[src/rtl/tfrb_pkg.sv]
// Shared types and constants for the tuning factor register bank.
// Used by the access decoder, the top level and the testbench; no dependencies.
`timescale 1ns / 1ps

package tfrb_pkg;

  // Result status codes
  typedef enum logic [1:0] {
    StOk    = 2'd0,
    StRange = 2'd1,
    StDeny  = 2'd2
  } status_e;

  // Configuration register indexes
  localparam logic [1:0] CfgLastAddress = 2'd0;
  localparam logic [1:0] CfgBankId      = 2'd1;
  localparam logic [1:0] CfgBankVersion = 2'd2;

  // Byte map of one bank
  localparam logic [7:0] AddrLastAddress = 8'd0;
  localparam logic [7:0] AddrZero        = 8'd1;
  localparam logic [7:0] AddrLock        = 8'd2;
  localparam logic [7:0] AddrBankId      = 8'd3;
  localparam logic [7:0] AddrBankVersion = 8'd4;
  localparam logic [7:0] AddrEnable      = 8'd5;
  localparam logic [7:0] AddrTuning      = 8'd6;
  localparam logic [7:0] AddrTuningMin   = 8'd7;
  localparam logic [7:0] AddrTuningMax   = 8'd8;
  localparam logic [7:0] AddrLumenHi     = 8'd9;
  localparam logic [7:0] AddrLumenMid    = 8'd10;
  localparam logic [7:0] AddrLumenLo     = 8'd11;

  localparam logic [7:0] UnlockKey = 8'h55;

  // Q15 scaling of the tuning factor: (tf * Q15Mul + Q15Round) >> Q15Shift
  localparam logic [17:0] Q15Mul   = 18'd167772;
  localparam logic [25:0] Q15Round = 26'd255;
  localparam int          Q15Shift = 9;

  // One channel's stored state
  typedef struct packed {
    logic [7:0]  lock_byte;
    logic        enable_bit;
    logic [7:0]  tuning_factor;
    logic [7:0]  tuning_min;
    logic [7:0]  tuning_max;
    logic [23:0] lumen_reference;
  } entry_t;

  // Header registers
  typedef struct packed {
    logic [7:0] last_address;
    logic [7:0] bank_id;
    logic [7:0] bank_version;
  } cfg_t;

  // Decoded access handed to the access decoder
  typedef struct packed {
    logic       is_write;
    logic [7:0] address;
    logic [7:0] write_value;
    logic       ch_ok;
    logic       pt_ok;
  } acc_req_t;

  // Port buffer updates
  typedef struct packed {
    logic        rl_we;
    logic [23:0] rl_d;
    logic        wa_we;
    logic [23:0] wa_d;
  } buf_upd_t;

  // Result before Q15 scaling
  typedef struct packed {
    status_e    status;
    logic [7:0] read_data;
    logic       enable_flag;
    logic [7:0] tuning_factor;
  } acc_res_t;

endpackage

[src/rtl/tfrb_req_if.sv]
// Request channel of the tuning factor register bank.
// Depends on nothing; valid/ready handshake with the access fields.
`timescale 1ns / 1ps

interface tfrb_req_if;
  logic       valid;
  logic       ready;
  logic       req_type;
  logic [7:0] address;
  logic [7:0] write_value;
  logic [1:0] channel;
  logic [7:0] port;

  modport source (output valid, req_type, address, write_value, channel, port,
                  input ready);
  modport sink (input valid, req_type, address, write_value, channel, port,
                output ready);
endinterface

[src/rtl/tfrb_rsp_if.sv]
// Response channel of the tuning factor register bank.
// Depends on nothing; valid/ready handshake with the result fields.
`timescale 1ns / 1ps

interface tfrb_rsp_if;
  logic        valid;
  logic        ready;
  logic [1:0]  status;
  logic [7:0]  read_data;
  logic        enable_flag;
  logic [16:0] tuning_q15;

  modport source (output valid, status, read_data, enable_flag, tuning_q15,
                  input ready);
  modport sink (input valid, status, read_data, enable_flag, tuning_q15,
                output ready);
endinterface

[src/rtl/tfrb_access.sv]
// Access decoder: applies one read or write to a channel entry and port buffers.
// Depends on tfrb_pkg.
`timescale 1ns / 1ps

module tfrb_access (
  input  tfrb_pkg::acc_req_t req_i,
  input  tfrb_pkg::entry_t   entry_i,
  input  tfrb_pkg::cfg_t     cfg_i,
  input  logic [23:0]        rl_i,
  input  logic [23:0]        wa_i,
  output tfrb_pkg::entry_t   entry_o,
  output logic               entry_we_o,
  output tfrb_pkg::buf_upd_t buf_o,
  output tfrb_pkg::acc_res_t res_o
);
  import tfrb_pkg::*;

  status_e    status;
  logic [7:0] rdata;
  entry_t     nxt;
  logic       we;
  buf_upd_t   bu;
  logic [23:0] assembled;

  always_comb begin
    status    = StOk;
    rdata     = 8'd0;
    nxt       = entry_i;
    we        = 1'b0;
    bu        = '0;
    bu.rl_d   = rl_i;
    bu.wa_d   = wa_i;
    assembled = wa_i | {16'd0, req_i.write_value};

    if (!req_i.ch_ok) begin
      status = StRange;
    end else if (req_i.is_write) begin
      // Lock test comes before the port test
      if (entry_i.lock_byte != UnlockKey && req_i.address != AddrLock) begin
        status = StDeny;
      end else if (!req_i.pt_ok) begin
        status = StRange;
      end else begin
        case (req_i.address)
          AddrLock: begin
            nxt.lock_byte = req_i.write_value;
            we = 1'b1;
          end
          AddrEnable: begin
            nxt.enable_bit = req_i.write_value[0];
            we = 1'b1;
          end
          AddrTuning: begin
            nxt.tuning_factor = req_i.write_value;
            we = 1'b1;
          end
          AddrTuningMin: begin
            nxt.tuning_min = req_i.write_value;
            we = 1'b1;
          end
          AddrTuningMax: begin
            nxt.tuning_max = req_i.write_value;
            we = 1'b1;
          end
          AddrLumenHi: begin
            bu.wa_we = 1'b1;
            bu.wa_d  = {req_i.write_value, 16'd0};
          end
          AddrLumenMid: begin
            bu.wa_we = 1'b1;
            bu.wa_d  = wa_i | {8'd0, req_i.write_value, 8'd0};
          end
          AddrLumenLo: begin
            // Commit the assembled value to the channel
            bu.wa_we = 1'b1;
            bu.wa_d  = assembled;
            nxt.lumen_reference = assembled;
            we = 1'b1;
          end
          default: status = StRange;
        endcase
      end
    end else begin
      if (!req_i.pt_ok) begin
        status = StRange;
      end else begin
        case (req_i.address)
          AddrLastAddress: rdata = cfg_i.last_address;
          AddrZero:        rdata = 8'd0;
          AddrLock:        rdata = entry_i.lock_byte;
          AddrBankId:      rdata = cfg_i.bank_id;
          AddrBankVersion: rdata = cfg_i.bank_version;
          AddrEnable:      rdata = {7'd0, entry_i.enable_bit};
          AddrTuning:      rdata = entry_i.tuning_factor;
          AddrTuningMin:   rdata = entry_i.tuning_min;
          AddrTuningMax:   rdata = entry_i.tuning_max;
          AddrLumenHi: begin
            // Snapshot the lumen value into the port's read latch
            bu.rl_we = 1'b1;
            bu.rl_d  = entry_i.lumen_reference;
            rdata    = entry_i.lumen_reference[23:16];
          end
          AddrLumenMid: rdata = rl_i[15:8];
          AddrLumenLo:  rdata = rl_i[7:0];
          default:      status = StRange;
        endcase
      end
    end
  end

  assign entry_o    = nxt;
  assign entry_we_o = we;
  assign buf_o      = bu;

  // Report the channel's state after the access; zero for a bad channel
  always_comb begin
    res_o.status        = status;
    res_o.read_data     = (status == StOk && !req_i.is_write) ? rdata : 8'd0;
    res_o.enable_flag   = req_i.ch_ok ? nxt.enable_bit : 1'b0;
    res_o.tuning_factor = req_i.ch_ok ? nxt.tuning_factor : 8'd0;
  end

endmodule

[src/rtl/tuning_factor_register_bank_top.sv]
// Top level of the tuning factor register bank.
// Depends on tfrb_pkg, tfrb_req_if, tfrb_rsp_if and tfrb_access.
`timescale 1ns / 1ps

// Each item is handled in order: the channel entry is read from the entry memory
// when the item is accepted, and then it is modified, written back and the
// result is loaded into the output register, once that register is free. No
// new item is accepted until the current item has been written back.
// A result waiting in the output register does not block the next item's read;
// only the write-back stage waits for the output register to free up.
// Entries come out of reset at their default values with no clearing pass.
module tuning_factor_register_bank_top #(
  parameter int CHANNELS   = 4,
  parameter int PORTS      = 1,
  parameter int DEF_TUNING = 100,
  parameter int DEF_MIN    = 50,
  parameter int DEF_MAX    = 150,
  parameter int DEF_LUMEN  = 0
) (
  input  logic       clk_i,
  input  logic       rst_ni,
  input  logic       cfg_we_i,
  input  logic [1:0] cfg_idx_i,
  input  logic [7:0] cfg_data_i,
  tfrb_req_if.sink   req_i,
  tfrb_rsp_if.source rsp_o
);
  import tfrb_pkg::*;

  localparam int MemDepth = (CHANNELS < 4) ? CHANNELS : 4;
  localparam int MemAw    = (MemDepth > 1) ? $clog2(MemDepth) : 1;
  localparam int PtW      = (PORTS > 1) ? $clog2(PORTS) : 1;

  // Reset contents of one entry, clamped as at power-up
  localparam logic [7:0] RstMax = 8'(DEF_MAX);
  localparam logic [7:0] RstMin = (8'(DEF_MIN) > RstMax) ? RstMax : 8'(DEF_MIN);
  localparam logic [7:0] RstTfLo = (8'(DEF_TUNING) < RstMin) ? RstMin : 8'(DEF_TUNING);
  localparam logic [7:0] RstTf   = (RstTfLo > RstMax) ? RstMax : RstTfLo;
  localparam entry_t RstEntry = '{
    lock_byte:       8'hFF,
    enable_bit:      1'b0,
    tuning_factor:   RstTf,
    tuning_min:      RstMin,
    tuning_max:      RstMax,
    lumen_reference: 24'(DEF_LUMEN)
  };

  // Header registers
  cfg_t cfg_q;

  always_ff @(posedge clk_i or negedge rst_ni) begin
    if (!rst_ni) begin
      cfg_q <= '{last_address: 8'd11, bank_id: 8'd22, bank_version: 8'd0};
    end else if (cfg_we_i) begin
      case (cfg_idx_i)
        CfgLastAddress: cfg_q.last_address <= cfg_data_i;
        CfgBankId:      cfg_q.bank_id      <= cfg_data_i;
        CfgBankVersion: cfg_q.bank_version <= cfg_data_i;
        default: ;
      endcase
    end
  end

  // Handshake and item registers
  logic       busy_q;
  logic       out_valid_q;
  logic       accept;
  logic       done;
  acc_req_t   acc_q;
  logic [MemAw-1:0] ch_idx_q;
  logic [PtW-1:0]   pt_idx_q;
  logic             ch_ok_in;
  logic             pt_ok_in;

  assign req_i.ready = !busy_q;
  assign accept      = req_i.valid && !busy_q;
  assign done        = busy_q && (!out_valid_q || rsp_o.ready);
  assign ch_ok_in    = (32'(req_i.channel) < CHANNELS);
  assign pt_ok_in    = (32'(req_i.port) < PORTS);

  always_ff @(posedge clk_i or negedge rst_ni) begin
    if (!rst_ni) begin
      busy_q <= 1'b0;
    end else if (accept) begin
      busy_q <= 1'b1;
    end else if (done) begin
      busy_q <= 1'b0;
    end
  end

  // Capture the item; bad channel or port indexes fold to zero
  always_ff @(posedge clk_i) begin
    if (accept) begin
      acc_q.is_write    <= req_i.req_type;
      acc_q.address     <= req_i.address;
      acc_q.write_value <= req_i.write_value;
      acc_q.ch_ok       <= ch_ok_in;
      acc_q.pt_ok       <= pt_ok_in;
      ch_idx_q <= ch_ok_in ? req_i.channel[MemAw-1:0] : '0;
      pt_idx_q <= pt_ok_in ? req_i.port[PtW-1:0] : '0;
    end
  end

  // Entry memory with valid bits; an unwritten entry reads as its reset value
  entry_t           entry_mem [MemDepth];
  entry_t           rd_data_q;
  logic             rd_vld_q;
  logic [MemDepth-1:0] vld_q;
  logic [MemAw-1:0] rd_idx;
  entry_t           entry_cur;
  entry_t           entry_nxt;
  logic             entry_we;

  assign rd_idx    = ch_ok_in ? req_i.channel[MemAw-1:0] : '0;
  assign entry_cur = rd_vld_q ? rd_data_q : RstEntry;

  always_ff @(posedge clk_i) begin
    if (accept) begin
      rd_data_q <= entry_mem[rd_idx];
    end
    if (done && entry_we) begin
      entry_mem[ch_idx_q] <= entry_nxt;
    end
  end

  always_ff @(posedge clk_i or negedge rst_ni) begin
    if (!rst_ni) begin
      vld_q    <= '0;
      rd_vld_q <= 1'b0;
    end else begin
      if (accept) begin
        rd_vld_q <= vld_q[rd_idx];
      end
      if (done && entry_we) begin
        vld_q[ch_idx_q] <= 1'b1;
      end
    end
  end

  // Per-port read latch and write assembly buffers
  logic [23:0] rl_q [PORTS];
  logic [23:0] wa_q [PORTS];
  buf_upd_t    bu;
  acc_res_t    res;

  always_ff @(posedge clk_i or negedge rst_ni) begin
    if (!rst_ni) begin
      for (int i = 0; i < PORTS; i++) begin
        rl_q[i] <= 24'd0;
        wa_q[i] <= 24'd0;
      end
    end else if (done) begin
      if (bu.rl_we) begin
        rl_q[pt_idx_q] <= bu.rl_d;
      end
      if (bu.wa_we) begin
        wa_q[pt_idx_q] <= bu.wa_d;
      end
    end
  end

  tfrb_access u_access (
    .req_i      (acc_q),
    .entry_i    (entry_cur),
    .cfg_i      (cfg_q),
    .rl_i       (rl_q[pt_idx_q]),
    .wa_i       (wa_q[pt_idx_q]),
    .entry_o    (entry_nxt),
    .entry_we_o (entry_we),
    .buf_o      (bu),
    .res_o      (res)
  );

  // Scale the tuning factor to Q15
  logic [25:0] q15_prod;
  logic [25:0] q15_sum;

  assign q15_prod = 26'(res.tuning_factor) * 26'(Q15Mul);
  assign q15_sum  = q15_prod + Q15Round;

  // Output register: hold the result until taken
  logic [1:0]  status_q;
  logic [7:0]  read_data_q;
  logic        enable_flag_q;
  logic [16:0] tuning_q15_q;

  always_ff @(posedge clk_i or negedge rst_ni) begin
    if (!rst_ni) begin
      out_valid_q <= 1'b0;
    end else if (done) begin
      out_valid_q <= 1'b1;
    end else if (rsp_o.ready) begin
      out_valid_q <= 1'b0;
    end
  end

  always_ff @(posedge clk_i) begin
    if (done) begin
      status_q      <= res.status;
      read_data_q   <= res.read_data;
      enable_flag_q <= res.enable_flag;
      tuning_q15_q  <= q15_sum[Q15Shift +: 17];
    end
  end

  assign rsp_o.valid       = out_valid_q;
  assign rsp_o.status      = status_q;
  assign rsp_o.read_data   = read_data_q;
  assign rsp_o.enable_flag = enable_flag_q;
  assign rsp_o.tuning_q15  = tuning_q15_q;

endmodule

[src/flat_wrapper.sv]
// flat-port wrapper written by rule: the top's interface ports become plain ports
module tuning_factor_register_bank_top_flat import tfrb_pkg::*;
#(
  parameter int CHANNELS   = 4,
  parameter int PORTS      = 1,
  parameter int DEF_TUNING = 100,
  parameter int DEF_MIN    = 50,
  parameter int DEF_MAX    = 150,
  parameter int DEF_LUMEN  = 0
)
  (clk_i, rst_ni, cfg_we_i, cfg_idx_i, cfg_data_i, req_i_valid, req_i_req_type, req_i_address, req_i_write_value, req_i_channel, req_i_port, req_i_ready, rsp_o_valid, rsp_o_status, rsp_o_read_data, rsp_o_enable_flag, rsp_o_tuning_q15, rsp_o_ready);
  tfrb_req_if req_i_i ();
  tfrb_rsp_if rsp_o_i ();
  input  logic clk_i;
  input  logic rst_ni;
  input  logic cfg_we_i;
  input  logic [1:0] cfg_idx_i;
  input  logic [7:0] cfg_data_i;
  input wire logic [$bits(req_i_i.valid)-1:0] req_i_valid;
  input wire logic [$bits(req_i_i.req_type)-1:0] req_i_req_type;
  input wire logic [$bits(req_i_i.address)-1:0] req_i_address;
  input wire logic [$bits(req_i_i.write_value)-1:0] req_i_write_value;
  input wire logic [$bits(req_i_i.channel)-1:0] req_i_channel;
  input wire logic [$bits(req_i_i.port)-1:0] req_i_port;
  output wire logic [$bits(req_i_i.ready)-1:0] req_i_ready;
  output wire logic [$bits(rsp_o_i.valid)-1:0] rsp_o_valid;
  output wire logic [$bits(rsp_o_i.status)-1:0] rsp_o_status;
  output wire logic [$bits(rsp_o_i.read_data)-1:0] rsp_o_read_data;
  output wire logic [$bits(rsp_o_i.enable_flag)-1:0] rsp_o_enable_flag;
  output wire logic [$bits(rsp_o_i.tuning_q15)-1:0] rsp_o_tuning_q15;
  input wire logic [$bits(rsp_o_i.ready)-1:0] rsp_o_ready;
  assign req_i_i.valid = req_i_valid;
  assign req_i_i.req_type = req_i_req_type;
  assign req_i_i.address = req_i_address;
  assign req_i_i.write_value = req_i_write_value;
  assign req_i_i.channel = req_i_channel;
  assign req_i_i.port = req_i_port;
  assign req_i_ready = req_i_i.ready;
  assign rsp_o_valid = rsp_o_i.valid;
  assign rsp_o_status = rsp_o_i.status;
  assign rsp_o_read_data = rsp_o_i.read_data;
  assign rsp_o_enable_flag = rsp_o_i.enable_flag;
  assign rsp_o_tuning_q15 = rsp_o_i.tuning_q15;
  assign rsp_o_i.ready = rsp_o_ready;
  tuning_factor_register_bank_top #(.CHANNELS(CHANNELS), .PORTS(PORTS), .DEF_TUNING(DEF_TUNING), .DEF_MIN(DEF_MIN), .DEF_MAX(DEF_MAX), .DEF_LUMEN(DEF_LUMEN)) u_core (.clk_i(clk_i), .rst_ni(rst_ni), .cfg_we_i(cfg_we_i), .cfg_idx_i(cfg_idx_i), .cfg_data_i(cfg_data_i), .req_i(req_i_i), .rsp_o(rsp_o_i));
endmodule
[config.mk]
export PLATFORM = sky130hd
export DESIGN_NAME = tuning_factor_register_bank_top_flat
export DESIGN_NICKNAME = d
export VERILOG_FILES = /design/src/rtl/tfrb_pkg.sv /design/src/rtl/tfrb_req_if.sv /design/src/rtl/tfrb_rsp_if.sv /design/src/rtl/tfrb_access.sv /design/src/rtl/tuning_factor_register_bank_top.sv /design/src/flat_wrapper.sv
export SDC_FILE = /design/constraint.sdc
export NUM_CORES = 1
export LEC_CHECK = 0
export ABC_AREA = 1
export BUFFER_PORTS_ARGS = -buffer_cell sky130_fd_sc_hd__buf_2
export CAP_MARGIN = 10
export CORE_ASPECT_RATIO = 1.5
export CORE_UTILIZATION = 50
export CTS_BUF_LIST = sky130_fd_sc_hd__clkbuf_16
export CTS_CLUSTER_DIAMETER = 30
export DETAILED_ROUTE_END_ITERATION = 7
export PLACE_DENSITY = 0.67
export SYNTH_ARGS = -nofsm -noshare
export SYNTH_HDL_FRONTEND = slang
export SYNTH_SLANG_ARGS = --single-unit
[constraint.sdc]
create_clock -name clk_i -period 7 [get_ports clk_i]
set_input_delay 0.7 -clock clk_i [delete_from_list [all_inputs] [get_ports clk_i]]
set_output_delay 0.7 -clock clk_i [all_outputs]
set_load 0.1 [all_outputs]
=== Word-level counts from Yosys, hierarchy flattened ===
Memory sizes are Yosys's and may differ from the RTL's. A register that Yosys moved wholly into a read port is not among the register bits.
Cells that the tools add are included.

* Add/subtract/negate cells: 1
* Multipliers: 1
* Magnitude comparators: 6
* Eq/ne operators: 15
* Multiplexer cells: 43
* Bitwise logic cells: 5
* Reductions and logical operators: 25

{| class="wikitable"
|+ Operator list
! operator !! count
|-
| $mux W57 || 4
|-
| $mux W25 || 6
|-
| $mux W24 || 4
|-
| $pmux W8 S11 || 1
|-
| $pmux W25 S3 || 1
|-
| $bwmux W24 || 2
|-
| $eq A8 B3 Y1 const B || 4
|-
| $eq A8 B4 Y1 const B || 4
|-
| $mux W8 || 4
|-
| $add A26 B8 Y26 const B || 1
|-
| $mul A8 B16 Y24 const B || 1
|-
| $or A24 B16 Y24 || 1
|-
| $or A24 B8 Y24 || 1
|-
| $mux W1 || 17
|-
| $eq A8 B2 Y1 const B || 2
|-
| $reduce_or A12 Y1 || 1
|-
| $reduce_and A2 Y1 || 5
|-
| $eq A8 B1 Y1 const B || 1
|-
| $logic_not A8 Y1 || 1
|-
| $lt A8 B1 Y1 const B || 1
|-
| $ne A8 B2 Y1 const B || 1
|-
| $ne A8 B7 Y1 const B || 1
|-
| $reduce_or A8 Y1 || 1
|-
| $logic_and A1 B1 Y1 || 7
|-
| 17 further kinds || 24
|}

* Flip-flop bits (word level): 128
* RAM bits: 228
* Output and inout port bits: 30
* Word-level logic and storage cells: 116
* Memories kept: 1

{| class="wikitable"
|+ Memories
! name !! depth !! bits a word !! rd ports !! clocked after memory_dff !! write ports !! line !! text
|-
| u_core.entry_mem || 4 || 57 || 1 || 1 || 1 || tuning_factor_register_bank_top.sv:105 || <nowiki>entry_t entry_mem [MemDepth];</nowiki>
|}

=== Depth between registers and ports, before layout ===
Gate-level depths: netlist of the first run.

* Word-level depth: 10
* Mapped depth: 35
* Mapped depth without buffers: 35

=== By module ===
A second synthesis of the first run with hierarchy kept.

* Cell total of the unflattened synthesis: 2,161
* Area total of the unflattened synthesis: 21,237.9 µm²

{| class="wikitable"
|+ Modules (own cells, without submodules)
! module !! times used !! cells each !! area each (µm²)
|-
| tuning_factor_register_bank_top || 1 || 1,543 || 18,416.4
|-
| tfrb_access || 1 || 618 || 2,821.5
|}

=== Worst setup path before layout of the first run ===
OpenSTA, ideal clock, no wires.

* Path kind: flip-flop to flip-flop
* Start: reg u_core.acc_q[12] in the netlist's numbering
* End: reg u_core.tuning_q15_q[12] (netlist: u_core.rsp_o.tuning_q15[12]), data pin
* Library setup time: 0.254 ns
* Data arrival time: 5.508 ns
* Data required time: 6.746 ns
* Path slack: 1.238 ns
* Cell stages (with the launch flop): 30
* Period minus slack after synthesis: 5.762 ns
* Cells stage by stage: edfxtp_1 nor2_2 nand4_2 nand2_2 nand2_2 o21ai_1 inv_1 ha_1 inv_1 ha_1 or2_1 fa_1 inv_1 fa_1 fa_1 inv_1 ha_1 nand2_1 nor2_1 nand3_1 nand2_1 nand2_1 nand2_1 nand2_1 nor2_1 nand3_4 nor2_8 nand2_1 xor2_1 inv_1

{| class="wikitable"
|+ RTL lines
! what !! line !! text
|-
| start, declared || tuning_factor_register_bank_top.sv:69 || <nowiki>acc_req_t acc_q;</nowiki>
|-
| end signal, assigned || tuning_factor_register_bank_top.sv:202 || <nowiki>tuning_q15_q <= q15_sum[Q15Shift +: 17];</nowiki>
|-
| end, declared || tuning_factor_register_bank_top.sv:185 || <nowiki>logic [16:0] tuning_q15_q;</nowiki>
|}

==> results of run 1 <==
[area by class of cell]
cell class / instances / area (um^2)
Tap cell: 489 / 612
Clock buffer: 60 / 1500
Multi-Input combinational cell: 1121 / 6380
Sequential cell: 405 / 11800
Fill cell: 3211 / 15600
Clock inverter: 52 / 453
Timing Repair Buffer: 91 / 510
Inverter: 210 / 790
[flip-flops by register name, summed over array words and instances, names as in the netlist, 4 cells and up]
signal,count
u_core.rl_q,16
u_core.rsp_o.read_data,8
u_core.entry_mem,228
u_core.acc_q,18
u_core.vld_q,4
u_core.rd_data_q,57
u_core.wa_q,24
u_core.cfg_q,24
u_core.rsp_o.tuning_q15,17
[critical path: cells and delay by family (launching register included)]
family / cells / cell delay (ns)
flops: 1 / 0.37
compound gates: 1 / 0.05
simple gates: 18 / 2.69
fa+ha+maj: 6 / 2.40
buf+inv: 6 / 0.56
xor+xnor: 1 / 0.13
[synthesized netlist by cell type, types with 3 or more instances]
cell type / n / share of area (%)
edfxtp_1: 334 / 52
nand2_1: 285 / 5.6
nor2_1: 210 / 4.1
inv_1: 198 / 3.9
o21ai_0: 184 / 4.8
nand3_1: 70 / 1.8
o22ai_1: 70 / 2.3
dfrtp_1: 65 / 8.5
ha_1: 60 / 3.9
clkbuf_1: 51 / 1.0
a21oi_1: 46 / 1.2
o21ai_1: 35 / 0.91
fa_1: 30 / 3.1
nand4_1: 18 / 0.59
inv_2: 12 / 0.24
nand2_2: 12 / 0.39
a31oi_1: 11 / 0.36
a221oi_1: 7 / 0.32
nor2_2: 7 / 0.23
nor3_1: 7 / 0.18
xor2_1: 7 / 0.32
buf_2: 6 / 0.16
dfstp_2: 6 / 0.82
mux2_2: 6 / 0.35
a22o_1: 5 / 0.23
or2_1: 5 / 0.16
xnor2_1: 5 / 0.23
a22oi_1: 4 / 0.16
nand3b_1: 4 / 0.16
o31ai_1: 4 / 0.16
and2_1: 3 / 0.098
buf_1: 3 / 0.059
nor2_4: 3 / 0.18
o21bai_1: 3 / 0.12
[routing by layer]
metal | vias to the layer above | track usage [%] | wire [um]
met4 | 4 | 15.2 | 3020
li1 | 6429 | - | -
met1 | 6745 | 32.3 | 20100
met5 | - | 0 | 27
met3 | 151 | 3.60 | 2570
met2 | 474 | 49.8 | 27800
[through the flow]
stage	hold WS (ns)	instances	util (%)	setup slack, ns
6_report	0.279	2428	58.6	0.506
3_5_place_dp	0.455	2316	53.4	0.531
5_1_grt	0.272	2428	58.6	0.0430
3_3_place_gp	0.446	2316	53.4	0.618
2_1_floorplan	0.404	1796	-	1.24
4_1_cts	0.265	2428	58.5	0.507
[final timing paths]
path	start	endpoint	slack [ns]	cells past startpoint
setup / recovery	u_core.acc_q[17]	u_core.rsp_o.tuning_q15[12]	0.51	32
hold / removal	rst_ni	u_core.wa_q[4]	0.28	1
setup reg to reg	u_core.acc_q[17]	u_core.rsp_o.tuning_q15[12]	0.51	32
hold reg to reg	u_core.vld_q[2]	u_core.vld_q[2]	0.48	1
max in group asynchronous	rst_ni	u_core.rd_vld_q	6.02	1
min in group clk_i	req_i_write_value[7]	u_core.acc_q[9]	0.28	1
[logic make-up (layout without fill, tap and decap cells)]
| kind of cell | count (synthesis) | count (layout) | share of synthesized area [%] |
|---|---|---|---|
| flip-flops | 405 | 405 | 61.6 |
| buffers and inverters | 270 | 413 | 5.33 |
| adder cells (fa/ha/maj) | 90 | 90 | 7.05 |
| XOR/XNOR | 12 | 12 | 0.548 |
| multiplexers | 8 | 8 | 0.470 |
| other | 1 | 1 | 0.0196 |
| AND/OR/NAND/NOR | 633 | 633 | 14.1 |
| AO/OA/AOI/OAI | 377 | 377 | 10.9 |
==> results.txt, run 1 <==
DR iter-0 viols = 1224
Final setup viols = 0
Via density = 5.68
Final wirelength = 53.5 mm
Final instance area = 22100 um^2
Synthesized area = 19200 um^2
WP data required = 7.35 ns
GRT overflow = 0
Register area share after synthesis = 61.6%
Placed cell area = 20100 um^2
CP arrival = 6.84 ns
I/O pin total = 72
Routed len/inst = 22.0 um
Root buf cell = clkbuf_16
RSZ-0062 raised after global routing = false
Post-synth top flop = edfxtp_1
Pins over their slew limit = 0
Crit end category = flop
Most frequent cells in the layout = 334 x edfxtp_1, 285 x nand2_1, 205 x nor2_1
Final hold viol count = 0
Initial Utilization = 50.9%
MaxCap Viol Count = 0
Register bit count reported by yosys = 405
Commonest non-fill, non-tap cell in the layout = edfxtp_1
GPL Wtd Cong = 0.970
CTS tree = yes
Clock sink count = 405
CP most frequent cell = nand2_1
Clock-pin slew on the worst setup and hold paths = 0.05 ns
Die ar. = 39100 um^2
Area grow syn2layout = 15.1%
Via count = 13803
Setup TNS = 0 ns
First-pass DRT Iterations = 5
Core Region = 37700 um^2
TritonCTS buffer count = 59
Share of layout cells above drive strength 1 = 12.8%
Clock Latency Late Sink = 0.60 ns
Antenna fix cells = 0
Hold WC Path Type = in -> async
Synth Instances = 1796
Gr usage total = 27.9%
Global-route wire length before repair = 81.7 mm
Setup Buffers After CTS = 0
Vias in the first global route = 14167
Max-slew headroom = 17.1%
Fmax = 154 MHz
Worst Tran Pin Value = 1.23 ns
Chip width = 162 um
Hold buffers post-CTS = 0
Synth Warn # = 0
FFs w/ async S/R, synth = 17.5%
DRC Markers = 0
Fin Clk Skew = 0.0252 ns
CTS Buffer Depth = 3
Syn_nets = 1928
Final ANT Viol Nets = 0
Synth cell types = 49
Final period utilization = 92.8%
Crit path max fanout = 15
Initial antenna violation count = 2
H-tree depth = 2
Post-cts sizing count = 0
Final nets = 2020
Largest net degree at the start of global routing = 98
Slowest cell on crit path = fa_1
Crit path largest cell delay = 0.57 ns
Input/output buffers = 71
Syn_area_per_cell = 10.7 um^2
Status = complete, no violations
Post-DP HPWL = 35.7 mm
CP Launch Type = flop
Critical path class = reg -> reg
Fin crit period = 6.49 ns
Die H = 242 um
Row Count = 87
Post-synth EDFFs = 334
Power of run 1 is left out: the tool's default activity adds up to more than one toggle a clock period on the data nets, which glitch-free logic cannot reach.
==> inputs of run 2 (changes only) <==
Settings changed: CTS_BUF_LIST sky130_fd_sc_hd__clkbuf_16 to sky130_fd_sc_hd__clkbuf_4, PLACE_DENSITY 0.67 to 0.66, SLEW_MARGIN set to 10, SYNTH_HIERARCHICAL set to 1.
==> results.txt, run 2 <==
Fin crit period = 6.49 ns
Global-route wire length before repair = 85.9 mm
GRT overflow = 0
CP Launch Type = flop
Clock Latency Late Sink = 0.83 ns
DR iter-0 viols = 1098
First-pass DRT Iterations = 5
Critical path class = reg -> reg
Largest net degree at the start of global routing = 81
Fin worst setup slack = 0.514 ns
Pins over their slew limit = 0
R2R cell count = 31
WP buf/inv = 4
R2r endpoint = u_core/rsp_o.tuning_q15[13]
Synth Warn # = 6
Biggest register = u_core/entry_mem
Final nets = 2380
Crit path largest cell delay = 0.61 ns
Chip width = 169 um
Syn_nets = 2263
Internal power = 5430 uW
Switching share of total power = 44.6%
Worst Tran Pin Value = 1.14 ns
H-tree depth = 3
DRC Markers = 0
Crit path max fanout = 10
Row Count = 91
Power per cell area = 423 nW/um^2
Final period utilization = 92.7%
CP most frequent cell = nand2_1
Vias in the first global route = 15614
FF-to-FF Start = u_core/rd_vld_q
Area grow syn2layout = 10.9%
TritonCTS buffer count = 96
Crit end category = flop
Biggest regs = u_core/entry_mem x228, u_core/rd_data_q x57
Critical path's top delay family = adder cells
Post-cts sizing count = 0
Clock-pin slew on the worst setup and hold paths = 0.07 ns
Setup Buffers After CTS = 0
Share of layout cells above drive strength 1 = 17.6%
Synth Instances = 2129
Cells after DPL = 2706
Synthesized area = 20900 um^2
Initial Utilization = 50.8%
Leakage Power = 0.0103 uW
Switching power = 4360 uW
R2r setup slk = 0.51 ns
Final hold viol count = 0
GPL Wtd Cong = 0.966
Via count = 15531
Final wirelength = 55.8 mm
Comb pwr share = 47.3%
Max-slew headroom = 23.7%
Die H = 252 um
Seq pwr share = 32.3%
Core Region = 41100 um^2
Filler Cells Inserted = 3634
CP arrival = 7.04 ns
Status = complete, no violations
Setup TNS = 0 ns
Fmax = 154 MHz
RSZ-0062 raised after global routing = false
CTS tree = yes
CTS Buffer Depth = 3
Clock sink count = 405
Syn_area_per_cell = 9.81 um^2
I/O pin total = 72
Commonest non-fill, non-tap cell in the layout = nand2_1
Slowest cell on crit path = fa_1
Routed len/inst = 19.3 um
Hold WC Path Type = in -> async
Most frequent cells in the layout = 430 x nand2_1, 334 x edfxtp_1, 296 x inv_1
Final setup viols = 0
Peak VDD IR = 0.666 mV
Final std cells w/o fill = 2887
Max reg flops = 228
WP data required = 7.56 ns
Final ANT Viol Nets = 0
Die ar. = 42600 um^2
Clk pwr share = 20.3%
Hold buffers post-CTS = 0
Pre-CTS setup slack = 0.469 ns
Root buf cell = clkbuf_4
Gr usage total = 27.0%
Post-DP HPWL = 37.8 mm
MaxCap Viol Count = 0
Fin Clk Skew = 0.0662 ns
Initial antenna violation count = 2
Via density = 5.38
Input/output buffers = 71
Worst hold slack = 0.0400 ns
-- run 2: per-layer routing --
layer	wire [um]	GRT usage (%)	vias up
met5	0	0	-
met4	3120	16.5	0
met3	2630	3.77	155
met2	29400	49.0	489
met1	20700	29.7	7499
li1	-	-	7388
-- run 2: cell type report --
class                      count  area, um^2  area share, %
antenna                        3        7.51         0.0324
clock buffer                 145        1090           4.70
clock inverter                33         215          0.929
inverter                     310        1170           5.03
multi-input combinational   1340        7650           33.0
sequential                   405       11800           51.0
tap                          558         698           3.01
timing repair buffer          93         526           2.27
-- run 2: per-stage QoR --
stage                     util [%]  power [uW]  cell area [um^2]
after CTS                     56.3        9910             23100
after detailed placement      53.1        7890             21800
after global placement        53.1        7830             21800
final                         56.4        9790             23200
after global routing          56.3       10500             23200
after floorplan                  -        6720             20900
-- run 2: worst max-delay path by stage --
stage                               start                          end  cells past startpoint
final                     u_core/rd_vld_q  u_core/rsp_o.tuning_q15[13]                     31
after global placement    u_core/rd_vld_q  u_core/rsp_o.tuning_q15[13]                     31
after CTS                 u_core/rd_vld_q  u_core/rsp_o.tuning_q15[10]                     29
after detailed placement  u_core/rd_vld_q  u_core/rsp_o.tuning_q15[13]                     31
after floorplan           u_core/rd_vld_q  u_core/rsp_o.tuning_q15[13]                     34
after global routing      u_core/rd_vld_q  u_core/rsp_o.tuning_q15[15]                     30
-- run 2: power groups by stage --
stage | combinational (uW) | clock [uW] | sequential (uW)
3_5_place_dp | 4680 | 0 | 3210
5_1_grt | 5180 | 2170 | 3180
6_report | 4640 | 1990 | 3170
4_1_cts | 4690 | 2050 | 3170
2_1_floorplan | 3030 | 0 | 3690
3_3_place_gp | 4610 | 0 | 3210
(Power assumes the default switching activity.)
==> inputs of run 3 (changes only) <==
==> constraint.sdc (replaced) <==
create_clock -name clk_i -period 7 [get_ports clk_i]
set_input_delay 0.35 -clock clk_i [delete_from_list [all_inputs] [get_ports clk_i]]
set_output_delay 0.35 -clock clk_i [all_outputs]
set_load 0.1 [all_outputs]
==> results.txt, run 3 (synthesis results as in run 2) <==
CP most frequent cell = nand2_1
Worst Tran Pin Value = 1.07 ns
Most frequent cells in the layout = 430 x nand2_1, 334 x edfxtp_1, 296 x inv_1
Cells after DPL = 2705
MaxCap Viol Count = 0
Fin worst setup slack = 0.386 ns
CP Launch Type = flop
WP buf/inv = 5
Critical path class = reg -> reg
FF-to-FF Start = u_core/rd_vld_q
I/O pin total = 72
Crit end category = flop
Final hold viol count = 0
Worst hold slack = 0.110 ns
First-pass DRT Iterations = 5
Commonest non-fill, non-tap cell in the layout = nand2_1
Pins over their slew limit = 0
GRT overflow = 0
Hold Startpoint = req_i_channel[0]
Via count = 15623
Leakage Power = 0.0105 uW
Clock-pin slew on the worst setup and hold paths = 0.07 ns
Clock sink count = 405
Filler Cells Inserted = 3573
Biggest regs = u_core/entry_mem x228, u_core/rd_data_q x57
H-tree depth = 3
Critical path's top delay family = adder cells
Initial antenna violation count = 2
Gr usage total = 27.0%
TritonCTS buffer count = 99
Row Count = 91
Input/output buffers = 71
Final instance area = 23600 um^2
Slowest cell on crit path = fa_1
Final ANT Viol Nets = 0
Crit path largest cell delay = 0.62 ns
Biggest register = u_core/entry_mem
Clock Latency Late Sink = 0.81 ns
Final wirelength = 56.0 mm
Chip width = 169 um
Beginning of the critical path = u_core/rd_vld_q
DRC Markers = 0
Fin crit period = 6.61 ns
Core Region = 41100 um^2
Status = complete, no violations
DR iter-0 viols = 1127
Vias in the first global route = 15902
Global-route wire length before repair = 86.2 mm
Crit path max fanout = 10
Fin Clk Skew = 0.0787 ns
Routed len/inst = 19.1 um
Final std cells w/o fill = 2925
Area grow syn2layout = 12.9%
CTS Buffer Depth = 3
Post-DP HPWL = 37.5 mm
Share of layout cells above drive strength 1 = 17.9%
Final setup viols = 0
Largest net degree at the start of global routing = 81
Fmax = 151 MHz
Max-slew headroom = 28.2%
Die H = 252 um
Placed cell area = 21800 um^2
CTS tree = yes
Final period utilization = 94.5%
GPL Wtd Cong = 0.964
Power per cell area = 422 nW/um^2
WP data required = 7.55 ns
Die ar. = 42600 um^2
Hold WC Path Type = in -> reg
Via density = 5.34
Final nets = 2413
CP arrival = 7.16 ns
Peak VDD IR = 0.678 mV
Setup TNS = 0 ns
Max reg flops = 228
Pre-CTS setup slack = 0.449 ns
Root buf cell = clkbuf_4
Initial Utilization = 50.8%
## run 3: final cells by class
cell class | instances | area [um^2] | share of cell area (%)
sequential | 405 | 11800 | 50.1
multi-input combinational | 1340 | 7640 | 32.4
clock buffer | 161 | 1210 | 5.13
inverter | 310 | 1170 | 4.95
timing repair buffer | 123 | 828 | 3.51
tap | 558 | 698 | 2.96
clock inverter | 25 | 216 | 0.918
antenna | 3 | 7.51 | 0.0318
## run 3: layer usage
layer,track usage [%],share of wire [%]
met1,29.0,37
met2,50.4,54
met3,3.84,5.1
met4,15.3,4.6
met5,0,0
## run 3: worst register-to-register path: cells and delay by family (launching register included)
kind | cells | cell delay (ns)
fa+ha+maj | 5 | 2.46
simple gates | 19 | 2.14
compound gates | 2 | 0.83
buf+inv | 5 | 0.60
flops | 1 | 0.35
## run 3: final timing paths
check	slack (ns)	depth (start not counted)	to
hold reg to reg	0.47	1	u_core/vld_q[2]
hold / removal	0.11	1	u_core/ch_idx_q[0]
max in group asynchronous	5.98	2	u_core/vld_q[1]
min in group asynchronous	0.28	2	u_core/wa_q[19]
setup reg to reg	0.39	31	u_core/rsp_o.tuning_q15[11]
setup / recovery	0.39	31	u_core/rsp_o.tuning_q15[11]
## run 3: through the flow
step,utilization (%),power (uW)
2_1_floorplan,-,6720
3_3_place_gp,53.1,7820
5_1_grt,57.3,10600
3_5_place_dp,53.1,7880
6_report,57.4,9950
4_1_cts,57.3,10000
## run 3: where the power goes
group | internal [uW] | switching [uW] | leakage [uW]
registers | 3060 | 113 | 0.00399
logic | 1320 | 3340 | 0.00564
clock network | 1190 | 934 | 0.000846
total | 5570 | 4380 | 0.0105
## run 3: timing repair
item | 4_1_cts | 5_1_grt
hold buffers | 31 | 0
buffers inserted | 0 | 0
endpoints found under the hold margin | 109 | 0
gates resized for setup | 0 | 1
endpoints found under the setup margin | 0 | 1
